[config.mk]
export PLATFORM = sky130hd
export DESIGN_NAME = sorted_sequence_store
export DESIGN_NICKNAME = d
export VERILOG_FILES = /design/src/hdl/sss_pkg.sv /design/src/hdl/sorted_sequence_store.sv /design/src/hdl/sss_ram.sv
export SDC_FILE = /design/constraint.sdc
export NUM_CORES = 1
export LEC_CHECK = 0
export BUFFER_PORTS_ARGS = -buffer_cell sky130_fd_sc_hd__buf_2
export CAP_MARGIN = 15
export CORE_MARGIN = 5
export CORE_UTILIZATION = 55
export DETAILED_ROUTE_END_ITERATION = 10
export PLACE_DENSITY_LB_ADDON = 0.3
export SLEW_MARGIN = 20
export SYNTH_ARGS = -nofsm -noshare
export SYNTH_HDL_FRONTEND = slang
export SYNTH_SLANG_ARGS = --single-unit
export TNS_END_PERCENT = 100
[constraint.sdc]
create_clock -name clk -period 6.7 [get_ports clk]
set_input_delay 0.335 -clock clk [delete_from_list [all_inputs] [get_ports clk]]
set_output_delay 0.335 -clock clk [all_outputs]
set_load 0.01 [all_outputs]
[src/hdl/sss_pkg.sv]
// Shared constants, widths and command codes of the sorted sequence store.
package sss_pkg;

  // Store size and derived widths
  localparam int DEPTH   = 16;
  localparam int IDX_W   = $clog2(DEPTH);
  localparam int COUNT_W = 5;
  localparam int VALUE_W = 32;

  // Stream widths
  localparam int S_TDATA_W = 32;  // value_in
  localparam int S_TUSER_W = 2;   // cmd
  localparam int M_TDATA_W = 40;  // value_out, count_out, zero padding
  localparam int M_TUSER_W = 2;   // found, full_error

  // Command codes
  typedef enum logic [1:0] {
    CMD_INSERT  = 2'd0,
    CMD_REMOVE  = 2'd1,
    CMD_REVERSE = 2'd2,
    CMD_DUMP    = 2'd3
  } cmd_t;

endpackage

[src/hdl/sorted_sequence_store.sv]
// Sorted sequence store: ordered store of signed values with insert, remove, reverse and dump.
//
// Usage: one command transaction arrives on the s_ channel (s_tuser = cmd, s_tdata = value).
// Insert places the value after every leading entry less than or equal to it; a full store
// refuses it with full_error. Remove deletes the first equal entry and returns it with found.
// Reverse flips the held order. Dump returns every entry in order on the m_ channel, with
// m_tlast on the final one; an empty store gives a single zero result with m_tlast set.
// Every other command gives exactly one result, m_tlast set.
// Insert and remove make one read/compare pass over the single RAM, with the shift written
// back behind the read; reverse swaps one pair at a time, bound by the one read and one
// write port; dump reads and sends the entries one at a time. s_tready is high only while
// the sequencer is idle, one command at a time.
// Results sit in one output register; a stalled receiver holds the sequencer at its result
// step, and a new command may be taken while the last result still waits there.
// Reset empties the store at once (count to zero, no clearing pass) and drops any pending
// result.
module sorted_sequence_store (
  input  logic                          clk,
  input  logic                          rst,
  input  logic                          s_tvalid,
  output logic                          s_tready,
  input  logic [sss_pkg::S_TDATA_W-1:0] s_tdata,   // [31:0] value_in
  input  logic [sss_pkg::S_TUSER_W-1:0] s_tuser,   // [1:0] cmd
  output logic                          m_tvalid,
  input  logic                          m_tready,
  output logic [sss_pkg::M_TDATA_W-1:0] m_tdata,   // [31:0] value_out, [36:32] count_out, pad
  output logic [sss_pkg::M_TUSER_W-1:0] m_tuser,   // [0] found, [1] full_error
  output logic                          m_tlast
);

  import sss_pkg::*;

  typedef enum logic [9:0] {
    ST_IDLE     = 10'b00_0000_0001,
    ST_SCAN     = 10'b00_0000_0010,
    ST_SCAN_END = 10'b00_0000_0100,
    ST_REV_A    = 10'b00_0000_1000,
    ST_REV_B    = 10'b00_0001_0000,
    ST_REV_C    = 10'b00_0010_0000,
    ST_REV_D    = 10'b00_0100_0000,
    ST_DUMP_RD  = 10'b00_1000_0000,
    ST_DUMP_OUT = 10'b01_0000_0000,
    ST_FINISH   = 10'b10_0000_0000
  } state_t;

  state_t               state;
  cmd_t                 cmd_r;
  logic [VALUE_W-1:0]   value_r;
  logic [VALUE_W-1:0]   carry;
  logic [VALUE_W-1:0]   tmp;
  logic [COUNT_W-1:0]   count;
  logic [COUNT_W-1:0]   idx;
  logic                 pend;
  logic                 hit;
  logic                 found_r;
  logic [IDX_W-1:0]     lo;
  logic [IDX_W-1:0]     hi;
  logic [VALUE_W-1:0]   res_value;
  logic                 res_found;
  logic                 res_full;
  logic [VALUE_W-1:0]   out_value;
  logic                 out_found;
  logic                 out_full;
  logic [COUNT_W-1:0]   out_count;
  logic                 out_last;

  logic                 wr_en;
  logic [IDX_W-1:0]     wr_addr;
  logic [VALUE_W-1:0]   wr_data;
  logic [IDX_W-1:0]     rd_addr;
  logic [VALUE_W-1:0]   rd_data;

  logic [IDX_W-1:0]     pos;
  logic [COUNT_W-1:0]   cnt_m1;
  logic                 gt;
  logic                 eq;
  logic                 out_free;
  logic                 emit;
  logic                 rev_more;

  sss_ram #(
    .WIDTH (VALUE_W),
    .DEPTH (DEPTH)
  ) u_ram (
    .clk     (clk),
    .wr_en   (wr_en),
    .wr_addr (wr_addr),
    .wr_data (wr_data),
    .rd_addr (rd_addr),
    .rd_data (rd_data)
  );

  // Shared compare unit and index arithmetic
  assign gt       = $signed(rd_data) > $signed(value_r);
  assign eq       = rd_data == value_r;
  assign pos      = idx[IDX_W-1:0] - IDX_W'(1);
  assign cnt_m1   = count - COUNT_W'(1);
  assign out_free = !m_tvalid || m_tready;
  assign emit     = out_free && (state == ST_DUMP_OUT || state == ST_FINISH);
  assign rev_more = ({1'b0, lo} + (IDX_W + 1)'(2)) < {1'b0, hi};

  // RAM read address
  always_comb begin
    case (state)
      ST_REV_A: rd_addr = lo;
      ST_REV_B: rd_addr = hi;
      default:  rd_addr = idx[IDX_W-1:0];
    endcase
  end

  // RAM write port: shift behind the scan, tail write, swap halves
  always_comb begin
    wr_en   = 1'b0;
    wr_addr = pos;
    wr_data = carry;
    case (state)
      ST_SCAN: begin
        if (pend) begin
          if (cmd_r == CMD_INSERT) begin
            wr_en   = hit || gt;
            wr_addr = pos;
            wr_data = carry;
          end else begin
            wr_en   = found_r;
            wr_addr = pos - IDX_W'(1);
            wr_data = rd_data;
          end
        end
      end
      ST_SCAN_END: begin
        wr_en   = cmd_r == CMD_INSERT;
        wr_addr = count[IDX_W-1:0];
        wr_data = carry;
      end
      ST_REV_C: begin
        wr_en   = 1'b1;
        wr_addr = lo;
        wr_data = rd_data;
      end
      ST_REV_D: begin
        wr_en   = 1'b1;
        wr_addr = hi;
        wr_data = tmp;
      end
      default: begin
        wr_en = 1'b0;
      end
    endcase
  end

  // Sequencer
  always_ff @(posedge clk) begin
    if (rst) begin
      state    <= ST_IDLE;
      count    <= '0;
      pend     <= 1'b0;
      m_tvalid <= 1'b0;
    end else begin
      // result register: load on a result step, clear once taken
      if (emit) begin
        m_tvalid <= 1'b1;
      end else if (m_tvalid && m_tready) begin
        m_tvalid <= 1'b0;
      end
      case (state)
        ST_IDLE: begin
          if (s_tvalid) begin
            cmd_r     <= cmd_t'(s_tuser);
            value_r   <= s_tdata;
            carry     <= s_tdata;
            res_value <= '0;
            res_found <= 1'b0;
            res_full  <= 1'b0;
            hit       <= 1'b0;
            found_r   <= 1'b0;
            idx       <= '0;
            pend      <= 1'b0;
            lo        <= '0;
            hi        <= cnt_m1[IDX_W-1:0];
            case (cmd_t'(s_tuser))
              CMD_INSERT: begin
                if (count == COUNT_W'(DEPTH)) begin
                  res_full <= 1'b1;
                  state    <= ST_FINISH;
                end else begin
                  state <= ST_SCAN;
                end
              end
              CMD_REMOVE:  state <= ST_SCAN;
              CMD_REVERSE: state <= (count < COUNT_W'(2)) ? ST_FINISH : ST_REV_A;
              CMD_DUMP:    state <= (count == '0) ? ST_FINISH : ST_DUMP_RD;
              default:     state <= ST_FINISH;
            endcase
          end
        end
        ST_SCAN: begin
          if (idx != count) begin
            idx  <= idx + COUNT_W'(1);
            pend <= 1'b1;
          end else begin
            pend <= 1'b0;
          end
          if (pend) begin
            if (cmd_r == CMD_INSERT) begin
              // once past the insertion point, every entry moves up one slot
              if (hit || gt) begin
                hit   <= 1'b1;
                carry <= rd_data;
              end
            end else if (!found_r && eq) begin
              found_r <= 1'b1;
            end
          end
          if (idx == count && !pend) begin
            state <= ST_SCAN_END;
          end
        end
        ST_SCAN_END: begin
          if (cmd_r == CMD_INSERT) begin
            count <= count + COUNT_W'(1);
          end else if (found_r) begin
            count     <= cnt_m1;
            res_value <= value_r;
            res_found <= 1'b1;
          end
          state <= ST_FINISH;
        end
        ST_REV_A: state <= ST_REV_B;
        ST_REV_B: begin
          tmp   <= rd_data;
          state <= ST_REV_C;
        end
        ST_REV_C: state <= ST_REV_D;
        ST_REV_D: begin
          if (rev_more) begin
            lo    <= lo + IDX_W'(1);
            hi    <= hi - IDX_W'(1);
            state <= ST_REV_A;
          end else begin
            state <= ST_FINISH;
          end
        end
        ST_DUMP_RD: state <= ST_DUMP_OUT;
        ST_DUMP_OUT: begin
          if (out_free) begin
            out_value <= rd_data;
            out_found <= 1'b1;
            out_full  <= 1'b0;
            out_count <= count;
            out_last  <= idx == cnt_m1;
            idx       <= idx + COUNT_W'(1);
            state     <= (idx == cnt_m1) ? ST_IDLE : ST_DUMP_RD;
          end
        end
        ST_FINISH: begin
          if (out_free) begin
            out_value <= res_value;
            out_found <= res_found;
            out_full  <= res_full;
            out_count <= count;
            out_last  <= 1'b1;
            state     <= ST_IDLE;
          end
        end
        default: state <= ST_IDLE;
      endcase
    end
  end

  // Output packing
  assign s_tready = state == ST_IDLE;
  assign m_tdata  = {(M_TDATA_W - VALUE_W - COUNT_W)'(0), out_count, out_value};
  assign m_tuser  = {out_full, out_found};
  assign m_tlast  = out_last;

  // Checks
  a_count_bound: assert property (@(posedge clk) disable iff (rst)
    count <= COUNT_W'(DEPTH))
    else $error("entry count above store depth");

  a_full_count: assert property (@(posedge clk) disable iff (rst)
    m_tvalid && out_full |-> out_count == COUNT_W'(DEPTH) && out_value == '0)
    else $error("full_error without a full store");

  a_flags_excl: assert property (@(posedge clk) disable iff (rst)
    m_tvalid |-> !(out_found && out_full))
    else $error("found and full_error together");

  a_write_states: assert property (@(posedge clk) disable iff (rst)
    wr_en |-> (state == ST_SCAN || state == ST_SCAN_END ||
               state == ST_REV_C || state == ST_REV_D))
    else $error("store written outside an update step");

endmodule

[src/hdl/sss_ram.sv]
// Generic simple dual-port RAM: one write port, one read port with registered read data.
module sss_ram #(
  parameter int WIDTH = 32,
  parameter int DEPTH = 16
) (
  input  logic                     clk,
  input  logic                     wr_en,
  input  logic [$clog2(DEPTH)-1:0] wr_addr,
  input  logic [WIDTH-1:0]         wr_data,
  input  logic [$clog2(DEPTH)-1:0] rd_addr,
  output logic [WIDTH-1:0]         rd_data
);

  logic [WIDTH-1:0] mem [DEPTH];

  // Write port and registered read port
  always_ff @(posedge clk) begin
    if (wr_en) begin
      mem[wr_addr] <= wr_data;
    end
    rd_data <= mem[rd_addr];
  end

endmodule
==> results of run 1 <==
==> power by group through the flow <==
stage / Clock, mW / Combinational (mW) / Sequential [mW]
after floorplan: 0 / 1.79 / 5.69
after global placement: 0 / 2.31 / 5.75
after detailed placement: 0 / 2.37 / 5.78
after CTS: 4.19 / 2.39 / 5.68
after global routing: 4.38 / 2.61 / 5.71
final: 4.11 / 2.41 / 5.69
==> final timing paths <==
kind | from | end | slack (ps) | cells past startpoint
worst min-delay path | m_tready | m_tvalid | 120 | 3
worst max register to register | state[4] | u_ram.mem[9][26] | 2530 | 8
worst min register to register | res_value[16] | out_value[16] | 520 | 2
worst max-delay path | state[4] | u_ram.mem[9][26] | 2530 | 8
==> cell type report <==
class	count	area, um2
sequential	748	22000
fill	3977	20900
multi-input combinational	1107	8950
clock buffer	103	2140
timing repair buffer	149	1200
tap	756	946
clock inverter	36	313
inverter	51	191
antenna	2	5.00
==> cell families (layout without fill, tap and decap cells) <==
kind of cell | after synthesis | after routing | share of synthesized area
xor+xnor | 28 | 28 | 0.00777
mux | 514 | 514 | 0.164
buf+inv | 153 | 339 | 0.0274
other cells | 1 | 5 | 0.000119
fa+ha+maj | 46 | 46 | 0.0182
flops | 748 | 748 | 0.696
compound gates | 131 | 131 | 0.0282
simple gates | 385 | 385 | 0.0577
==> tightest hold or removal path, stage by stage <==
cell and delay [ps]:
buf_2 70, nand2b_1 190, a21oi_1 80
==> sequential cells by signal, summed over array words and instances, names as in the netlist, 10 cells and up <==
name and flops:
carry 32, tmp 32, state 10, value_r 32
res_value 32, u_ram.mem 512, u_ram.rd_data 32, out_value 32
==> cell usage in the layout (no fill, tap or decap), drive strengths merged, types with 5 or more instances in the layout <==
cell           n
clkinv        29
a22oi         35
o21ai         24
buf          115
nor3           9
xor2          17
mux2i        482
a21o          12
mux2          32
inv           52
nor3b          6
nor2          54
xnor2         11
nand3         17
nand4         19
dfxtp         49
nand2b         7
clkbuf       103
nor2b          5
nand2        197
a21oi         31
and2          39
edfxtp       699
nor4           8
dlygate4sd3   34
ha            46
==> routing by layer <==
metal,track usage,up-vias,share of wire
li1,-,7840,-
met1,0.303,8492,0.45
met2,0.331,535,0.47
met3,0.0343,98,0.062
met4,0.0549,0,0.019
met5,0,-,0
==> timing repair <==
| item | 4_1_cts | 5_1_grt |
|---|---|---|
| hold endpoints to repair | 34 | 0 |
| gates resized for setup | 0 | 0 |
| hold buffers | 34 | 0 |
==> per-stage QoR <==
step	cell area [um2]	cells	power (mW)	hold slack (ps)
3_5_place_dp	32800	2772	8.15	503
3_3_place_gp	32700	2769	8.07	487
4_1_cts	35600	2945	12.3	95.0
2_1_floorplan	31600	2008	7.48	403
5_1_grt	35700	2950	12.7	143
6_report	35700	2952	12.2	124
==> flow_summary_export.csv, run 1 <==
group,metric,value,unit
outcome,status,"finished clean",
worst_setup_path,cpMaxStageDelayCell,"nor2_4",
sta,maxSlewHeadroom,0.273,
route,wl_per_cell,22.3,um
layout,final_nets,2218,
power,leakagePower,13.0,nW
global_routing,antenna_found_initial,3,
route,firstDrtPassIters,5,
worst_setup_path,worstSetupEndpointType,"flip-flop",
clocking,root_buffer,"clkbuf_16",
logic_synthesis,yosysWarnings,0,
clocking,clkLatencyLatePin,610,ps
global_routing,track_usage,0.208,
route,routed_wl,65900,um
clocking,h-tree-depth,3,
logic_synthesis,synthTopCellsByArea,"edfxtp_1 (67%), mux2i_1 (15%), dfxtp_1 (3.1%), nand2_1 (2.3%), ha_1 (1.8%)",
logic_synthesis,yosysTopAreaCell,"edfxtp_1",
sta,finalCriticalPeriod,4170,ps
global_routing,grt_first_pass_wirelength,101000,um
worst_setup_path,critPathMaxFanout,45,
floorplanning,coreArea,0.0566,mm2
logic_synthesis,synthTopCellsByCount,"edfxtp_1 (699), mux2i_1 (482), nand2_1 (197), nor2_1 (54), inv_1 (50)",
floorplanning,die_w,250,um
placed_design,hpwl,41300,um
global_routing,gr-total-overflow,0,
logic_synthesis,ys_ff_latch,748,
sta,grt_setup_unrepaired,"no",
power,seq_power_share,0.466,
worst_setup_path,crit_family,"simple AND/OR/NAND/NOR gates",
route,postRouteAntennaNets,0,
sta,finClkSkew,17.8,ps
clocking,tritoncts,"done",
power,p_int,8.82,mW
worst_setup_path,cp_cell_sequence,"or3_1, nor4_4, buf_4, nand2_1, and2_1, o21ai_2, nand4_1, nor2_4",
logic_synthesis,synth_top_area_share,0.665,
logic_synthesis,synth_cells,2006,
run,drv_cap,0,
power,combPwrFrac,0.197,
floorplanning,dieArea,0.0623,mm2
floorplanning,fp-row-count,87,
logic_synthesis,synth.most_common_cell,"edfxtp_1",
clocking,cts_setup_buffers,0,
sta,finalMaxSlewViolations,0,
worst_setup_path,critical_path.max_stage_delay,990,ps
sta,clock.fmax,0.240,GHz
logic_synthesis,syn_avg_cell_area,15.7,um2
power,netSwitchingPower,3.39,mW
layout,post-route-util,0.631,
sta,hold_viol,0,
clocking,clock_path_buffers,3,
global_routing,grt_pass1_vias,17200,
worst_setup_path,crit_type,"flip-flop to flip-flop",
power,swShare,0.278,
route,vias,17000,
clocking,clock-sinks,748,
route,drc,0,
sta,fin_crit_sh,0.623,
placed_design,gp_congestion,0.866,
clocking,numCtsBuffers,77,
placed_design,io_buffers,79,
sta,setup_viol,0,
worst_setup_path,path_buf_inv,1,
clocking,path_clk_slew,60,ps
worst_setup_path,cp_data_arrival_time,4390,ps
sta,setup_tns,0,ps
logic_synthesis,ys_seq_area_frac,0.696,
logic_synthesis,synthDistinctLibCells,67,
route,avgViaCountPerCell,5.75,
logic_synthesis,netlist_area,0.0316,mm2
global_routing,grt_max_degree,116,
power,powerDensity,342,mW/mm2
power,power.share.clock,0.337,
worst_setup_path,worstPathRequired,6920,ps
route,drt_iter0_drc,1388,
layout,syn_to_final_growth,13.1,%
logic_synthesis,synthArstFlopShare,0,
hold_path,hp-class,"input pin to flip-flop",
logic_synthesis,ys.flop_type,"edfxtp_1",
floorplanning,start_util,0.558,
logic_synthesis,synth-edff-count,699,
floorplanning,die_h,250,um
placed_design,place_ws,2490,ps
sta,fin_ws,2530,ps
sta,worst_slew_pin_slew,1090,ps
power,ir_drop,0.235,mV
layout,drive_above_1_share,0.132,
worst_setup_path,cp-start-kind,"flip-flop",
floorplanning,ios,83,
(Power assumes the default switching activity.)
==> inputs of run 2 (changes only) <==
- clock period: 6.7 -> 3.77 ns (I/O delays scaled with it)
==> run 2 against run 1 <==
  * Maximum frequency grew 14%
  * Register-to-register slack lost 2400 ps
  * Final area grew 3.4%
  * Total power grew 83%
  * First-iteration DRC count grew 35%
==> flow_summary_export.csv, run 2 (synthesized netlist as in run 1, its figures left out) <==
group,metric,value,unit
outcome,status,"finished clean",
worst_setup_path,cpMaxStageDelayCell,"or4_1",
route,vias,18000,
floorplanning,die_h,250,um
global_routing,grt_first_pass_wirelength,115000,um
clocking,root_buffer,"clkbuf_16",
sta,fin_ws,109,ps
placed_design,io_buffers,79,
sta,clock.fmax,0.273,GHz
worst_setup_path,cp_data_arrival_time,3990,ps
route,drt_iter0_drc,1870,
power,power,22.4,mW
sta,finClkSkew,26.7,ps
hold_path,hold_path_end,"state[9]",
worst_setup_path,crit_family,"simple AND/OR/NAND/NOR gates",
layout,post-route-util,0.652,
layout,num_antenna_cells,0,
worst_setup_path,crit_type,"flip-flop to flip-flop",
power,leakagePower,13.6,nW
layout,syn_to_final_growth,17.0,%
sta,finalCriticalPeriod,3660,ps
placed_design,post_dp_cell_area,0.0341,mm2
hold_path,hp-class,"input pin to flip-flop",
sta,maxSlewHeadroom,0.474,
worst_setup_path,r2r_end,"u_ram.mem[4][11]",
sta,fin_crit_sh,0.971,
clocking,clock-sinks,748,
global_routing,grt_pass1_vias,18200,
worst_setup_path,rr_worst_depth,10,
route,wl_per_cell,25.0,um
route,avgViaCountPerCell,5.90,
floorplanning,start_util,0.558,
worst_setup_path,regToRegSetupSlack,110,ps
global_routing,grt_max_degree,65,
layout,instances_no_fill,3044,
floorplanning,ios,83,
clocking,clock_path_buffers,3,
sta,setup_tns,0,ps
worst_setup_path,cp_cell_sequence,"or4_1, nor2_1, and4b_4, or2_2, nor2_1, a211oi_2, nand4_1, buf_12, nor2_4, buf_12",
global_routing,track_usage,0.242,
sta,hold_viol,0,
layout,final_nets,2309,
clocking,h-tree-depth,3,
sta,worst_slew_pin_slew,767,ps
worst_setup_path,critPathMaxFanout,21,
clocking,clkLatencyLatePin,630,ps
global_routing,gr-total-overflow,0,
hold_path,hold_path_depth,4,
floorplanning,fp-row-count,87,
sta,setup_viol,0,
route,drc,0,
sta,whs,56.6,ps
run,drv_cap,0,
hold_path,hold_start,"s_tvalid",
layout,drive_above_1_share,0.170,
clocking,numCtsBuffers,76,
worst_setup_path,worstPathRequired,4100,ps
worst_setup_path,r2r-start,"state[7]",
worst_setup_path,worstSetupEndpointType,"flip-flop",
power,powerDensity,607,mW/mm2
floorplanning,dieArea,0.0623,mm2
placed_design,place_ws,-9.05,ps
placed_design,dp_cells,2862,
layout,largest_reg_flops,512,
clocking,path_clk_slew,60,ps
layout,layout_common_cells,"edfxtp_1 (699), mux2i_1 (478), nand2_1 (197)",
placed_design,gp_congestion,0.896,
floorplanning,die_w,250,um
global_routing,antenna_found_initial,3,
clocking,tritoncts,"done",
worst_setup_path,path_buf_inv,2,
placed_design,hpwl,48700,um
floorplanning,coreArea,0.0566,mm2
sta,grt_setup_unrepaired,"no",
route,postRouteAntennaNets,0,
layout,final_common_cell,"edfxtp_1",
route,routed_wl,76000,um
power,ir_drop,0.391,mV
route,firstDrtPassIters,5,
sta,finalMaxSlewViolations,0,
layout,top_register,"u_ram.mem",
worst_setup_path,cp-start-kind,"flip-flop",
worst_setup_path,critical_path.max_stage_delay,580,ps
layout,fin_area,0.0369,mm2
==> run 2: changes by cell type in the layout (fill, tap and decap cells not counted), sizes merged <==
| cell | delta |
|---|---|
| clkinv | +6 |
| clkbuf | -7 |
| buf | +91 |
| dlygate4sd3 | +1 |
| inv | +5 |
| clkinvlp | -2 |
| diode | -2 |
==> run 2: final cells by class <==
type                       count  area (um2)
clock buffer                  96        2030
clock inverter                45         383
fill                        3879       19700
inverter                      51         191
multi-input combinational   1107        9000
sequential                   748       22000
tap                          756         946
timing repair buffer         241        2410
==> run 2: report_power, final <==
group	internal [mW]	total [mW]	switching, mW
combinational	2.03	5.14	3.11
clock	4.12	7.26	3.14
sequential	9.71	10.0	0.289
==> run 2: worst max path at each step <==
stage                     slack, ps                to   startpoint  depth (start not counted)
after floorplan                -210  u_ram.mem[11][0]  value_r[23]                          9
after global placement          -80  u_ram.mem[4][11]  value_r[31]                         12
after detailed placement         -9   u_ram.mem[4][0]  value_r[31]                         12
after CTS                        50  u_ram.mem[4][11]     state[7]                         10
after global routing             20   u_ram.mem[4][7]     state[7]                         10
final                           110  u_ram.mem[4][11]     state[7]                         10
==> run 2: worst reg2reg max path, cell delays in order, from the launching register on <==
cell and delay, ps:
dfxtp_1 430, or4_1 580, nor2_1 210, and4b_4 470, or2_2 200, nor2_1 60, a211oi_2 410, nand4_1 240
buf_12 200, nor2_4 350, buf_12 200
==> run 2: routing by layer <==
metal	GRT usage	share of wire	vias up	routed length, um
li1	-	-	8025	-
met1	0.337	0.41	8991	31400
met2	0.380	0.47	819	35600
met3	0.0669	0.095	120	7210
met4	0.0684	0.023	2	1770
met5	0	0.00013	-	10
==> run 2: repair_timing <==
action	in CTS	in global routing
endpoints found under the hold margin	70	0
hold buffers	35	0
endpoints found under the setup margin	126	128
resized for setup	0	7
setup buffers	3	3
pin swaps	1	1
gates cloned	0	0
==> inputs of run 3 (changes only) <==
- GPL_TIMING_DRIVEN: default -> 0
- clock period: 3.77 -> 4.2 ns (I/O delays scaled with it)
==> run 3 against run 2 <==
  * Register-to-register slack better by 220 ps
  * First-iteration DRC count is 16% lower
  * Sequential share of layout area is 0.20 points higher
  * Flip-flop and latch count stayed put
  * Total power is 11% lower
  * Worst setup slack better by 220 ps
  * Sequential power is 8% lower
  * Final area is 0.34% lower
  * Global-route usage is 1.5 points lower
  * Maximum frequency is 5.5% lower
  * Via count is 1.2% lower
==> flow_summary_export.csv, run 3 (synthesized netlist as in run 1, its figures left out) <==
group,metric,value,unit
floorplanning,coreArea,0.0566,mm2
layout,final_common_cell,"edfxtp_1",
sta,fin_crit_sh,0.922,
sta,fin_ws,326,ps
worst_setup_path,worstPathRequired,4500,ps
global_routing,grtUsageMet2,0.375,
placed_design,io_buffers,79,
power,seq_power_share,0.457,
worst_setup_path,path_common_cell,"buf_6",
global_routing,global_route.usage.met1,0.319,
layout,top_register,"u_ram.mem",
layout,final_nets,2326,
worst_setup_path,worstSetupEndpointType,"flip-flop",
worst_setup_path,regToRegSetupSlack,330,ps
global_routing,gr-total-overflow,0,
clocking,numCtsBuffers,74,
global_routing,grt_pass1_vias,18000,
floorplanning,start_util,0.558,
global_routing,met3_usage,0.0332,
route,drc,0,
clocking,clock_path_buffers,3,
route,drt_iter0_drc,1579,
sta,worst_slew_pin_slew,1010,ps
clocking,clock-sinks,748,
power,power.share.clock,0.339,
route,firstDrtPassIters,7,
power,p_int,14.4,mW
worst_setup_path,r2r_end,"u_ram.mem[6][15]",
worst_setup_path,critPathMaxFanout,11,
worst_setup_path,cp_data_arrival_time,4180,ps
layout,post-route-util,0.650,
placed_design,post_dp_cell_area,0.0337,mm2
global_routing,globalRoute.busiestLayer,"met2",
layout,instances_no_fill,3058,
clocking,tritoncts,"done",
power,ir_drop,0.368,mV
route,vias,17700,
worst_setup_path,critPathCapture,"u_ram.mem[6][15]",
floorplanning,die_w,250,um
clocking,h-tree-depth,3,
route,avgViaCountPerCell,5.80,
global_routing,antenna_found_initial,2,
worst_setup_path,cpMaxStageDelayCell,"nor4_4",
global_routing,track_usage,0.227,
placed_design,dp_cells,2872,
sta,maxSlewHeadroom,0.324,
sta,finClkSkew,26.0,ps
clocking,path_clk_slew,60,ps
clocking,clkLatencyLatePin,620,ps
sta,clock.fmax,0.258,GHz
run,drv_cap,0,
worst_setup_path,rr_worst_depth,10,
sta,finalMaxSlewViolations,0,
clocking,cts_resized,0,
outcome,status,"finished clean",
layout,layout_common_cells,"edfxtp_1 (699), mux2i_1 (482), nand2_1 (197)",
placed_design,place_ws,-178,ps
layout,syn_to_final_growth,16.6,%
global_routing,grt_first_pass_wirelength,109000,um
worst_setup_path,crit_type,"flip-flop to flip-flop",
placed_design,gp_congestion,0.899,
power,swShare,0.283,
power,combPwrFrac,0.204,
floorplanning,dieArea,0.0623,mm2
layout,num_antenna_cells,0,
sta,whs,47.4,ps
clocking,root_buffer,"clkbuf_16",
worst_setup_path,cp-startpoint,"state[4]",
sta,finalCriticalPeriod,3870,ps
worst_setup_path,critical_path.max_stage_delay,650,ps
sta,hold_viol,0,
worst_setup_path,cp-start-kind,"flip-flop",
layout,fillCellCount,3878,
worst_setup_path,r2r-start,"state[4]",
hold_path,hp-class,"input pin to flip-flop",
sta,setup_viol,0,
route,postRouteAntennaNets,0,
power,netSwitchingPower,5.66,mW
layout,drive_above_1_share,0.162,
power,powerDensity,544,mW/mm2
route,wl_per_cell,23.6,um
worst_setup_path,cp_cell_sequence,"buf_2, or3_1, nor4_4, nand2_1, and2_1, o21ai_2, nand3_1, nor3b_4, buf_6, buf_6",
layout,fin_area,0.0368,mm2
sta,grt_setup_unrepaired,"no",
floorplanning,die_h,250,um
layout,largest_reg_flops,512,
power,leakagePower,13.5,nW
floorplanning,ios,83,
floorplanning,fp-row-count,87,
placed_design,hpwl,50400,um
global_routing,grt_max_degree,29,
route,routed_wl,72300,um
run 3: per-stage QoR:
step / total power, mW / setup TNS (ps)
2_1_floorplan: 11.9 / 0
3_3_place_gp: 13.1 / -836490
3_5_place_dp: 13.3 / -22750
4_1_cts: 20.1 / 0
5_1_grt: 20.8 / 0
6_report: 20.0 / 0
run 3: critical path: cells and delay by family (launching register included):
| family | cells | cell delay [ps] |
|---|---|---|
| buffers and inverters | 3 | 600 |
| AND/OR/NAND/NOR | 6 | 2310 |
| flip-flops | 1 | 300 |
| AO/OA/AOI/OAI | 1 | 370 |
run 3: power by group through the flow:
stage          sequential [mW]  clock (mW)  combinational [mW]
2_1_floorplan             9.07           0                2.87
3_3_place_gp              9.29           0                3.81
3_5_place_dp              9.29           0                4.02
4_1_cts                   9.14        6.89                4.08
5_1_grt                   9.19        7.20                4.41
6_report                  9.16        6.79                4.09
run 3: repair_timing:
item	in CTS	in global routing
setup endpoints to repair	296	128
setup buffers	13	2
hold endpoints to repair	70	0
hold buffers	35	0
pin swaps	12	2
run 3: per-layer routing:
metal / part of all wire / vias up
met5: 0 / -
met4: 0.025 / 0
met3: 0.074 / 108
met2: 0.48 / 711
met1: 0.42 / 8880
li1: - / 8043
run 3: cell type report:
class | count | area, um2 | share of cell area
well taps | 756 | 946 | 0.0257
clock buffers | 97 | 2040 | 0.0554
flip-flops and latches | 748 | 22000 | 0.597
multi-input cells | 1107 | 8930 | 0.243
repair buffers | 158 | 1570 | 0.0427
plain buffers | 102 | 674 | 0.0183
inverters | 51 | 191 | 0.00520
clock inverters | 39 | 473 | 0.0129
run 3: worst min path at each step:
stage,startpoint,end,slack [ps],cells past startpoint
2_1_floorplan,rst,state[6],280,1
3_3_place_gp,s_tdata[10],value_r[10],410,1
3_5_place_dp,s_tdata[10],value_r[10],420,1
4_1_cts,m_tready,m_tvalid,10,3
5_1_grt,m_tready,m_tvalid,30,3
6_report,m_tready,m_tvalid,50,3
